[src/rtl/core/hcidf_pkg.sv]
// Package for the HCI UART packet deframer.
// Holds the phase type, indicator codes, header positions and the result record.
// No dependencies.
`timescale 1ns / 1ps

package hcidf_pkg;

  // Field widths
  localparam int unsigned BYTE_W = 8;
  localparam int unsigned POS_W  = 17;
  localparam int unsigned REM_W  = 16;

  // Packet indicator bytes
  localparam logic [BYTE_W-1:0] IND_EVENT = 8'h04;
  localparam logic [BYTE_W-1:0] IND_ACL   = 8'h02;

  // Header positions that carry the length
  localparam logic [POS_W-1:0] POS_EVT_LEN    = 17'd1;
  localparam logic [POS_W-1:0] POS_ACL_LEN_LO = 17'd2;
  localparam logic [POS_W-1:0] POS_ACL_LEN_HI = 17'd3;

  // Packet kind codes as carried in the result
  localparam logic KIND_EVENT = 1'b0;
  localparam logic KIND_ACL   = 1'b1;

  typedef enum logic [1:0] {
    PH_IDLE    = 2'd0,
    PH_HEADER  = 2'd1,
    PH_PAYLOAD = 2'd2
  } phase_e;

  typedef struct packed {
    logic [BYTE_W-1:0] data_byte;
    logic              packet_kind;
    logic [POS_W-1:0]  byte_position;
    logic              last_of_packet;
    logic              bad_indicator;
  } result_t;

endpackage

[src/rtl/core/hcidf_if.sv]
// Stream interfaces for the HCI UART packet deframer: received bytes in, packet bytes out.
// Depends on hcidf_pkg for field widths.
`timescale 1ns / 1ps

interface hcidf_rx_if;
  logic                           valid;
  logic                           ready;
  logic [hcidf_pkg::BYTE_W-1:0]   rx_byte;

  modport source (output valid, output rx_byte, input ready);
  modport sink   (input valid, input rx_byte, output ready);
endinterface

interface hcidf_pkt_if;
  logic                           valid;
  logic                           ready;
  logic [hcidf_pkg::BYTE_W-1:0]   data_byte;
  logic                           packet_kind;
  logic [hcidf_pkg::POS_W-1:0]    byte_position;
  logic                           last_of_packet;
  logic                           bad_indicator;

  modport source (output valid, output data_byte, output packet_kind, output byte_position,
                  output last_of_packet, output bad_indicator, input ready);
  modport sink   (input valid, input data_byte, input packet_kind, input byte_position,
                  input last_of_packet, input bad_indicator, output ready);
endinterface

[src/rtl/core/hcidf_fsm.sv]
// Packet state tracker of the HCI UART packet deframer: phase, kind, position, remaining length.
// Produces the result for each accepted byte other than an indicator combinationally. Depends on hcidf_pkg.
`timescale 1ns / 1ps

module hcidf_fsm (
  input  logic                          clk_i,
  input  logic                          rst_ni,
  input  logic                          accept_i,
  input  logic [hcidf_pkg::BYTE_W-1:0]  rx_byte_i,
  output logic                          res_valid_o,
  output hcidf_pkg::result_t            res_o
);

  hcidf_pkg::phase_e              phase_q, phase_d;
  logic                           is_event_q, is_event_d;
  logic [hcidf_pkg::POS_W-1:0]    pos_q, pos_d;
  logic [hcidf_pkg::REM_W-1:0]    rem_q, rem_d;

  logic                           is_ind;
  logic [hcidf_pkg::REM_W-1:0]    acl_len;
  logic [hcidf_pkg::REM_W-1:0]    rem_dec;
  logic                           hdr_end;
  logic                           hdr_last;
  logic                           pay_last;

  // Decode of the current byte against the header layout
  assign is_ind   = (rx_byte_i == hcidf_pkg::IND_EVENT) || (rx_byte_i == hcidf_pkg::IND_ACL);
  assign acl_len  = {rx_byte_i, rem_q[7:0]};
  assign rem_dec  = rem_q - 16'd1;
  assign hdr_end  = is_event_q ? (pos_q == hcidf_pkg::POS_EVT_LEN)
                               : (pos_q == hcidf_pkg::POS_ACL_LEN_HI);
  assign hdr_last = is_event_q ? (rx_byte_i == 8'd0) : (acl_len == 16'd0);
  assign pay_last = (rem_dec == 16'd0);

  // Next phase
  always_comb begin
    phase_d = phase_q;
    if (accept_i) begin
      case (phase_q)
        hcidf_pkg::PH_HEADER: begin
          if (hdr_end) begin
            phase_d = hdr_last ? hcidf_pkg::PH_IDLE : hcidf_pkg::PH_PAYLOAD;
          end
        end
        hcidf_pkg::PH_PAYLOAD: begin
          if (pay_last) begin
            phase_d = hcidf_pkg::PH_IDLE;
          end
        end
        default: begin
          phase_d = is_ind ? hcidf_pkg::PH_HEADER : hcidf_pkg::PH_IDLE;
        end
      endcase
    end
  end

  // Result and packet counters
  always_comb begin
    res_valid_o          = 1'b0;
    res_o.data_byte      = rx_byte_i;
    res_o.packet_kind    = is_event_q ? hcidf_pkg::KIND_EVENT : hcidf_pkg::KIND_ACL;
    res_o.byte_position  = pos_q;
    res_o.last_of_packet = 1'b0;
    res_o.bad_indicator  = 1'b0;
    is_event_d           = is_event_q;
    pos_d                = pos_q;
    rem_d                = rem_q;
    case (phase_q)
      hcidf_pkg::PH_HEADER: begin
        res_valid_o          = accept_i;
        res_o.last_of_packet = hdr_end && hdr_last;
        if (accept_i) begin
          pos_d = pos_q + 17'd1;
          if (is_event_q && (pos_q == hcidf_pkg::POS_EVT_LEN)) begin
            rem_d = {8'd0, rx_byte_i};
          end
          if (!is_event_q && (pos_q == hcidf_pkg::POS_ACL_LEN_LO)) begin
            rem_d = {8'd0, rx_byte_i};
          end
          if (!is_event_q && (pos_q == hcidf_pkg::POS_ACL_LEN_HI)) begin
            rem_d = acl_len;
          end
        end
      end
      hcidf_pkg::PH_PAYLOAD: begin
        res_valid_o          = accept_i;
        res_o.last_of_packet = pay_last;
        if (accept_i) begin
          pos_d = pos_q + 17'd1;
          rem_d = rem_dec;
        end
      end
      default: begin
        // Idle: indicator opens a packet, anything else is flagged
        res_o.packet_kind   = 1'b0;
        res_o.byte_position = '0;
        res_o.bad_indicator = 1'b1;
        res_valid_o         = accept_i && !is_ind;
        if (accept_i && is_ind) begin
          is_event_d = (rx_byte_i == hcidf_pkg::IND_EVENT);
          pos_d      = '0;
          rem_d      = '0;
        end
      end
    endcase
  end

  // State registers
  always_ff @(posedge clk_i or negedge rst_ni) begin
    if (!rst_ni) begin
      phase_q    <= hcidf_pkg::PH_IDLE;
      is_event_q <= 1'b0;
      pos_q      <= '0;
      rem_q      <= '0;
    end else begin
      phase_q    <= phase_d;
      is_event_q <= is_event_d;
      pos_q      <= pos_d;
      rem_q      <= rem_d;
    end
  end

  // A payload byte is only expected while length remains
  a_payload_has_length: assert property (@(posedge clk_i) disable iff (!rst_ni)
    phase_q == hcidf_pkg::PH_PAYLOAD |-> rem_q != 16'd0)
    else $error("payload phase with zero remaining length");

  // Header never runs past the high length byte
  a_header_bounded: assert property (@(posedge clk_i) disable iff (!rst_ni)
    phase_q == hcidf_pkg::PH_HEADER |-> pos_q <= hcidf_pkg::POS_ACL_LEN_HI)
    else $error("header position out of range");

  // An accepted indicator opens a header at position zero
  a_indicator_opens: assert property (@(posedge clk_i) disable iff (!rst_ni)
    accept_i && phase_q == hcidf_pkg::PH_IDLE && is_ind
      |=> phase_q == hcidf_pkg::PH_HEADER && pos_q == '0)
    else $error("indicator did not open a packet");

  // The last byte of a packet returns the tracker to idle
  a_last_to_idle: assert property (@(posedge clk_i) disable iff (!rst_ni)
    res_valid_o && res_o.last_of_packet |=> phase_q == hcidf_pkg::PH_IDLE)
    else $error("packet end did not return to idle");

endmodule

[src/rtl/core/hci_uart_packet_deframer.sv]
// Top level of the HCI UART (H4) packet deframer.
// Depends on hcidf_pkg, hcidf_if (hcidf_rx_if, hcidf_pkt_if) and hcidf_fsm.
`timescale 1ns / 1ps

// Accepts one received byte per clock and emits at most one packet byte per
// received byte, in the cycle after acceptance, from an output register. An
// indicator byte 0x04 (event) or 0x02 (ACL) produces no transaction; every
// following header and payload byte comes out with its packet kind, its
// position (first byte after the indicator is 0) and a last flag on the final
// byte. A zero-length packet ends at its last length byte. Any other byte seen
// while idle comes out once with bad_indicator set. Sustained rate is one byte
// per cycle; input ready drops only while the output register holds a
// transaction that the sink is not taking.

module hci_uart_packet_deframer (
  input  logic           clk_i,
  input  logic           rst_ni,
  hcidf_rx_if.sink       rx_i,
  hcidf_pkt_if.source    pkt_o
);

  logic                   accept;
  logic                   res_valid;
  hcidf_pkg::result_t     res;
  logic                   out_valid_q, out_valid_d;
  hcidf_pkg::result_t     out_q;

  // Input is taken whenever the output register is free or being drained
  assign rx_i.ready = !out_valid_q || pkt_o.ready;
  assign accept     = rx_i.valid && rx_i.ready;

  hcidf_fsm u_fsm (
    .clk_i       (clk_i),
    .rst_ni      (rst_ni),
    .accept_i    (accept),
    .rx_byte_i   (rx_i.rx_byte),
    .res_valid_o (res_valid),
    .res_o       (res)
  );

  // Output register
  assign out_valid_d = accept ? res_valid : (out_valid_q && !pkt_o.ready);

  always_ff @(posedge clk_i or negedge rst_ni) begin
    if (!rst_ni) begin
      out_valid_q <= 1'b0;
    end else begin
      out_valid_q <= out_valid_d;
    end
  end

  always_ff @(posedge clk_i) begin
    if (accept && res_valid) begin
      out_q <= res;
    end
  end

  assign pkt_o.valid          = out_valid_q;
  assign pkt_o.data_byte      = out_q.data_byte;
  assign pkt_o.packet_kind    = out_q.packet_kind;
  assign pkt_o.byte_position  = out_q.byte_position;
  assign pkt_o.last_of_packet = out_q.last_of_packet;
  assign pkt_o.bad_indicator  = out_q.bad_indicator;

endmodule

[src/flat_wrapper.sv]
// flat-port wrapper written by rule: the top's interface ports become plain ports
module hci_uart_packet_deframer_flat 
  (clk_i, rst_ni, rx_i_valid, rx_i_rx_byte, rx_i_ready, pkt_o_valid, pkt_o_data_byte, pkt_o_packet_kind, pkt_o_byte_position, pkt_o_last_of_packet, pkt_o_bad_indicator, pkt_o_ready);
  hcidf_rx_if rx_i_i ();
  hcidf_pkt_if pkt_o_i ();
  input  logic clk_i;
  input  logic rst_ni;
  input wire logic [$bits(rx_i_i.valid)-1:0] rx_i_valid;
  input wire logic [$bits(rx_i_i.rx_byte)-1:0] rx_i_rx_byte;
  output wire logic [$bits(rx_i_i.ready)-1:0] rx_i_ready;
  output wire logic [$bits(pkt_o_i.valid)-1:0] pkt_o_valid;
  output wire logic [$bits(pkt_o_i.data_byte)-1:0] pkt_o_data_byte;
  output wire logic [$bits(pkt_o_i.packet_kind)-1:0] pkt_o_packet_kind;
  output wire logic [$bits(pkt_o_i.byte_position)-1:0] pkt_o_byte_position;
  output wire logic [$bits(pkt_o_i.last_of_packet)-1:0] pkt_o_last_of_packet;
  output wire logic [$bits(pkt_o_i.bad_indicator)-1:0] pkt_o_bad_indicator;
  input wire logic [$bits(pkt_o_i.ready)-1:0] pkt_o_ready;
  assign rx_i_i.valid = rx_i_valid;
  assign rx_i_i.rx_byte = rx_i_rx_byte;
  assign rx_i_ready = rx_i_i.ready;
  assign pkt_o_valid = pkt_o_i.valid;
  assign pkt_o_data_byte = pkt_o_i.data_byte;
  assign pkt_o_packet_kind = pkt_o_i.packet_kind;
  assign pkt_o_byte_position = pkt_o_i.byte_position;
  assign pkt_o_last_of_packet = pkt_o_i.last_of_packet;
  assign pkt_o_bad_indicator = pkt_o_i.bad_indicator;
  assign pkt_o_i.ready = pkt_o_ready;
  hci_uart_packet_deframer u_core (.clk_i(clk_i), .rst_ni(rst_ni), .rx_i(rx_i_i), .pkt_o(pkt_o_i));
endmodule
[config.mk]
export PLATFORM = sky130hd
export DESIGN_NAME = hci_uart_packet_deframer_flat
export DESIGN_NICKNAME = d
export VERILOG_FILES = /design/src/rtl/core/hcidf_pkg.sv /design/src/rtl/core/hcidf_if.sv /design/src/rtl/core/hcidf_fsm.sv /design/src/rtl/core/hci_uart_packet_deframer.sv /design/src/flat_wrapper.sv
export SDC_FILE = /design/constraint.sdc
export NUM_CORES = 1
export LEC_CHECK = 0
export CAP_MARGIN = 15
export CORE_AREA = 2 2 108 68
export CTS_CLUSTER_DIAMETER = 40
export DETAILED_ROUTE_END_ITERATION = 6
export DIE_AREA = 0 0 110 70
export DONT_BUFFER_PORTS = 1
export PLACE_DENSITY = 0.77
export SLEW_MARGIN = 30
export SYNTH_ARGS = -nofsm -noshare
export SYNTH_HDL_FRONTEND = slang
export SYNTH_SLANG_ARGS = --single-unit
export TNS_END_PERCENT = 20
[constraint.sdc]
create_clock -name clk_i -period 7.6 [get_ports clk_i]
set_input_delay 0 -clock clk_i [delete_from_list [all_inputs] [get_ports clk_i]]
set_output_delay 0 -clock clk_i [all_outputs]
set_load 0.05 [all_outputs]
==> out/summary.json <==
{
  "row_count": 24,
  "post-cts-setup-buffers": 0,
  "powerDensity_mw_per_mm2": 346,
  "dpl.hpwl_mm": 6.21,
  "least_margin_pin_slew_ns": 0.926,
  "power_frac_seq_pct": 38.8,
  "vias": 3046,
  "yosys-top-cells-area": "sky130_fd_sc_hd__dfrtp_1 (26%), sky130_fd_sc_hd__edfxtp_1 (24%), sky130_fd_sc_hd__nor2_1 (4.6%), sky130_fd_sc_hd__o21ai_0 (3.9%), sky130_fd_sc_hd__xor2_1 (2.9%)",
  "timing.final.setup_violations": 0,
  "hold_viol": 0,
  "run_status": "finished clean",
  "chipHeight_um": 70,
  "grt_antenna_before_repair": 0,
  "clock_tree.root_cell": "sky130_fd_sc_hd__clkbuf_8",
  "detailedRoute.firstPassIterationCount": 6,
  "layout_common_cells": "sky130_fd_sc_hd__nor2_1 (43), sky130_fd_sc_hd__dfrtp_1 (37), sky130_fd_sc_hd__o21ai_0 (28), sky130_fd_sc_hd__edfxtp_1 (28), sky130_fd_sc_hd__nand2_1 (27)",
  "timing.final.crit_period_ns": 3.09,
  "placeableCoreArea_mm2": 0.00688,
  "cts_clock_pin_slew_for_the_worst_setup_and_hold_paths_ns": 0.07,
  "most_common_library_cell_in_the_layout_ignoring_fill_and_taps": "sky130_fd_sc_hd__nor2_1",
  "synthesis.yosys.warnings": 0,
  "cts_hold_repair.buffers": 10,
  "grt.met2_usage_pct": 33.7,
  "die_width_um": 110,
  "power_mw": 1.38,
  "report.final.slew_viol_count": 0,
  "drive_gt1_share_pct": 10.4,
  "wire_per_inst_um": 19.8,
  "timing.critical_path.fanout_max": 10,
  "drv.max_cap_violation_count": 0,
  "route.antenna.remaining_nets": 0,
  "grt.busiest_layer": "met1",
  "synth_top_area_share_pct": 25.9,
  "peakVddDrop_v": 0.000155,
  "post-route-drc-count": 0,
  "number_of_register_bits_inferred_by_synthesis": 65,
  "htree_num_levels": 3,
  "worst_slew_margin_rel_pct": 37.8,
  "clock_tree.buffer_depth": 2,
  "internal_power_uw": 827,
  "num_io_pins": 42,
  "syn-instance-count": 364,
  "worstPathRequired_ns": 7.83,
  "critPathLaunchType": "register",
  "drt-vias-per-instance": 6.54,
  "synthesis.nets": 383,
  "final_net_count": 389,
  "grt.met3_usage_pct": 9.43,
  "comb_power_share_pct": 34.9,
  "dieArea_mm2": 0.00770,
  "hp-class": "in -> reg",
  "worstSkewPairLatency_ns": 0.35,
  "total_inserted_antenna_cells": 0,
  "final.setup_skew_ns": 0.00982,
  "grt_first_pass_wirelength_mm": 14.9,
  "global_route_met1_utilization_pct": 39.4,
  "synth.distinct_cells": 59,
  "routed_wl_mm": 9.25,
  "power.switching_fraction_pct": 40.3,
  "crit_path_end_kind": "register",
  "grt_pass1_vias": 2739,
  "p_sw_uw": 558,
  "clock_power_share_pct": 26.3,
  "timing.setup.critical_path_class": "reg -> reg",
  "synth.yosys.seq_area_share_pct": 49.5,
  "routabilityCongestion": 1.00,
  "numCtsBuffers": 9,
  "grt_overflow_total": 0,
  "postCtsResizedCells": 0,
  "synthFlopType": "sky130_fd_sc_hd__dfrtp_1",
  "worst_ep_arrival_time_ns": 3.32,
  "drt_iter0_markers": 471,
  "utilization_pct": 58.2,
  "grt_setup_unrepaired": "no",
  "fmax_mhz": 324,
  "totalNegativeSetupSlack_ns": 0,
  "layout-area-overhead-vs-synth_pct": 12.1,
  "port-buffer-count": 0,
  "fin_crit_sh_pct": 40.6,
  "floorplan.initialDensity_pct": 51.9,
  "grt_max_degree": 38,
  "synth.avg_cell_area_um2": 9.81,
  "cts_num_sinks": 65,
  "mappedNetlistArea_mm2": 0.00357,
  "grt_usage_pct": 25.7,
  "timing.hold.ws_ns": 0.0623,
  "tritoncts": "yes",
  "asyncSetResetFlopFracSynth_pct": 56.9,
  "p_leak_nw": 1.49,
  "yosys.area.top_type": "sky130_fd_sc_hd__dfrtp_1",
  "synth-edff-count": 28
}
## metal layers
| metal | wire length, µm | share of wire [%] |
|---|---|---|
| met1 | 4080 | 44 |
| met2 | 3830 | 41 |
| met3 | 1210 | 13 |
| met4 | 120 | 1.3 |
| met5 | 0 | 0 |
## power by group through the flow
stage	Combinational, mW	Sequential [mW]	Clock, mW
floorplan	0.381	0.502	0
CTS	0.465	0.531	0.365
global route	0.529	0.547	0.382
global placement	0.443	0.535	0
finish	0.483	0.537	0.364
detailed placement	0.447	0.536	0
## final timing paths
path                       slack, ns                               start                            endpoint  depth (start not counted)
max                             4.51        u_core.pkt_o.valid$_DFF_PN0_  u_core.u_fsm.pos_q[12]$_DFFE_PN0P_                          6
min                             0.06                     rx_i_rx_byte[0]   u_core.u_fsm.rem_q[8]$_DFFE_PN0P_                          2
max reg2reg                     4.51        u_core.pkt_o.valid$_DFF_PN0_  u_core.u_fsm.pos_q[12]$_DFFE_PN0P_                          6
min reg2reg                     0.58  u_core.u_fsm.pos_q[16]$_DFFE_PN0P_  u_core.u_fsm.pos_q[16]$_DFFE_PN0P_                          2
max in group asynchronous       7.31                              rst_ni  u_core.u_fsm.pos_q[13]$_DFFE_PN0P_                          2
min in group asynchronous       0.09                              rst_ni   u_core.u_fsm.rem_q[3]$_DFFE_PN0P_                          2
## critical path, stage by stage, from the launching register on
cell,delay (ns)
sky130_fd_sc_hd__dfrtp_1,0.57
sky130_fd_sc_hd__nand2b_1,0.59
sky130_fd_sc_hd__nand2_1,0.42
sky130_fd_sc_hd__a2111oi_2,0.90
sky130_fd_sc_hd__and4_1,0.30
sky130_fd_sc_hd__xnor2_1,0.13
sky130_fd_sc_hd__nor2_1,0.06
## cell type report
cell class,count,area [µm²]
inverters,15,56.3
multi-input cells,267,1700
flip-flops and latches,65,1770
repair buffers,12,125
fillers,535,2870
clock buffers,10,128
well taps,91,114
clock inverters,6,114
## metrics by stage
| stage | std cells | worst slack [ns] | instance area, µm² |
|---|---|---|---|
| global placement | 440 | 4.64 | 3630 |
| CTS | 466 | 4.48 | 3990 |
| detailed placement | 440 | 4.48 | 3640 |
| finish | 466 | 4.51 | 4000 |
| floorplan | 364 | 4.35 | 3570 |
| global route | 466 | 4.40 | 4000 |
## synth_stat cells (2+ instances only)
cell type,count
sky130_fd_sc_hd__and3_1,2
sky130_fd_sc_hd__a211oi_1,2
sky130_fd_sc_hd__nand2b_1,2
sky130_fd_sc_hd__dfrtp_1,37
sky130_fd_sc_hd__o2111ai_1,2
sky130_fd_sc_hd__o21a_1,2
sky130_fd_sc_hd__nor3_1,8
sky130_fd_sc_hd__o31ai_1,4
sky130_fd_sc_hd__inv_1,15
sky130_fd_sc_hd__a21oi_1,10
sky130_fd_sc_hd__a32oi_1,6
sky130_fd_sc_hd__and2_1,3
sky130_fd_sc_hd__a2bb2oi_1,2
sky130_fd_sc_hd__ha_1,7
sky130_fd_sc_hd__nor4b_1,3
sky130_fd_sc_hd__buf_4,3
sky130_fd_sc_hd__or3_1,3
sky130_fd_sc_hd__edfxtp_1,28
sky130_fd_sc_hd__xor2_1,12
sky130_fd_sc_hd__nor4_1,11
sky130_fd_sc_hd__nor2_1,44
sky130_fd_sc_hd__and4_1,5
sky130_fd_sc_hd__clkbuf_1,14
sky130_fd_sc_hd__nand3_1,12
sky130_fd_sc_hd__nand4_1,14
sky130_fd_sc_hd__or2_2,2
sky130_fd_sc_hd__o21ai_0,28
sky130_fd_sc_hd__a22oi_1,5
sky130_fd_sc_hd__nor2b_1,14
sky130_fd_sc_hd__xnor2_1,5
sky130_fd_sc_hd__nand2_1,27
sky130_fd_sc_hd__a31oi_1,2
sky130_fd_sc_hd__o22ai_1,3
sky130_fd_sc_hd__or4_1,2
## flip-flops by register name, indices dropped and copies added (netlist names), 2 cells and up
name / count
u_core.pkt_o.data_byte: 8
u_core.u_fsm.pos_q: 17
u_core.pkt_o.byte_position: 17
u_core.u_fsm.phase_q: 2
u_core.u_fsm.rem_q: 16
## cell families (layout without fill, tap and decap cells)
| kind of cell | Yosys count | after routing | share of synthesized area [%] |
|---|---|---|---|
| xor gates and xnor gates | 17 | 17 | 4.17 |
| AOI/OAI and AO/OA | 78 | 78 | 14.9 |
| buffers and inverters | 32 | 43 | 3.68 |
| DFF | 65 | 65 | 49.5 |
| and+or+nand+nor | 163 | 163 | 24.7 |
| muxes | 2 | 2 | 0.596 |
| adders and majority gates | 7 | 7 | 2.45 |
Note: power is estimated with default switching activity, not from simulation.
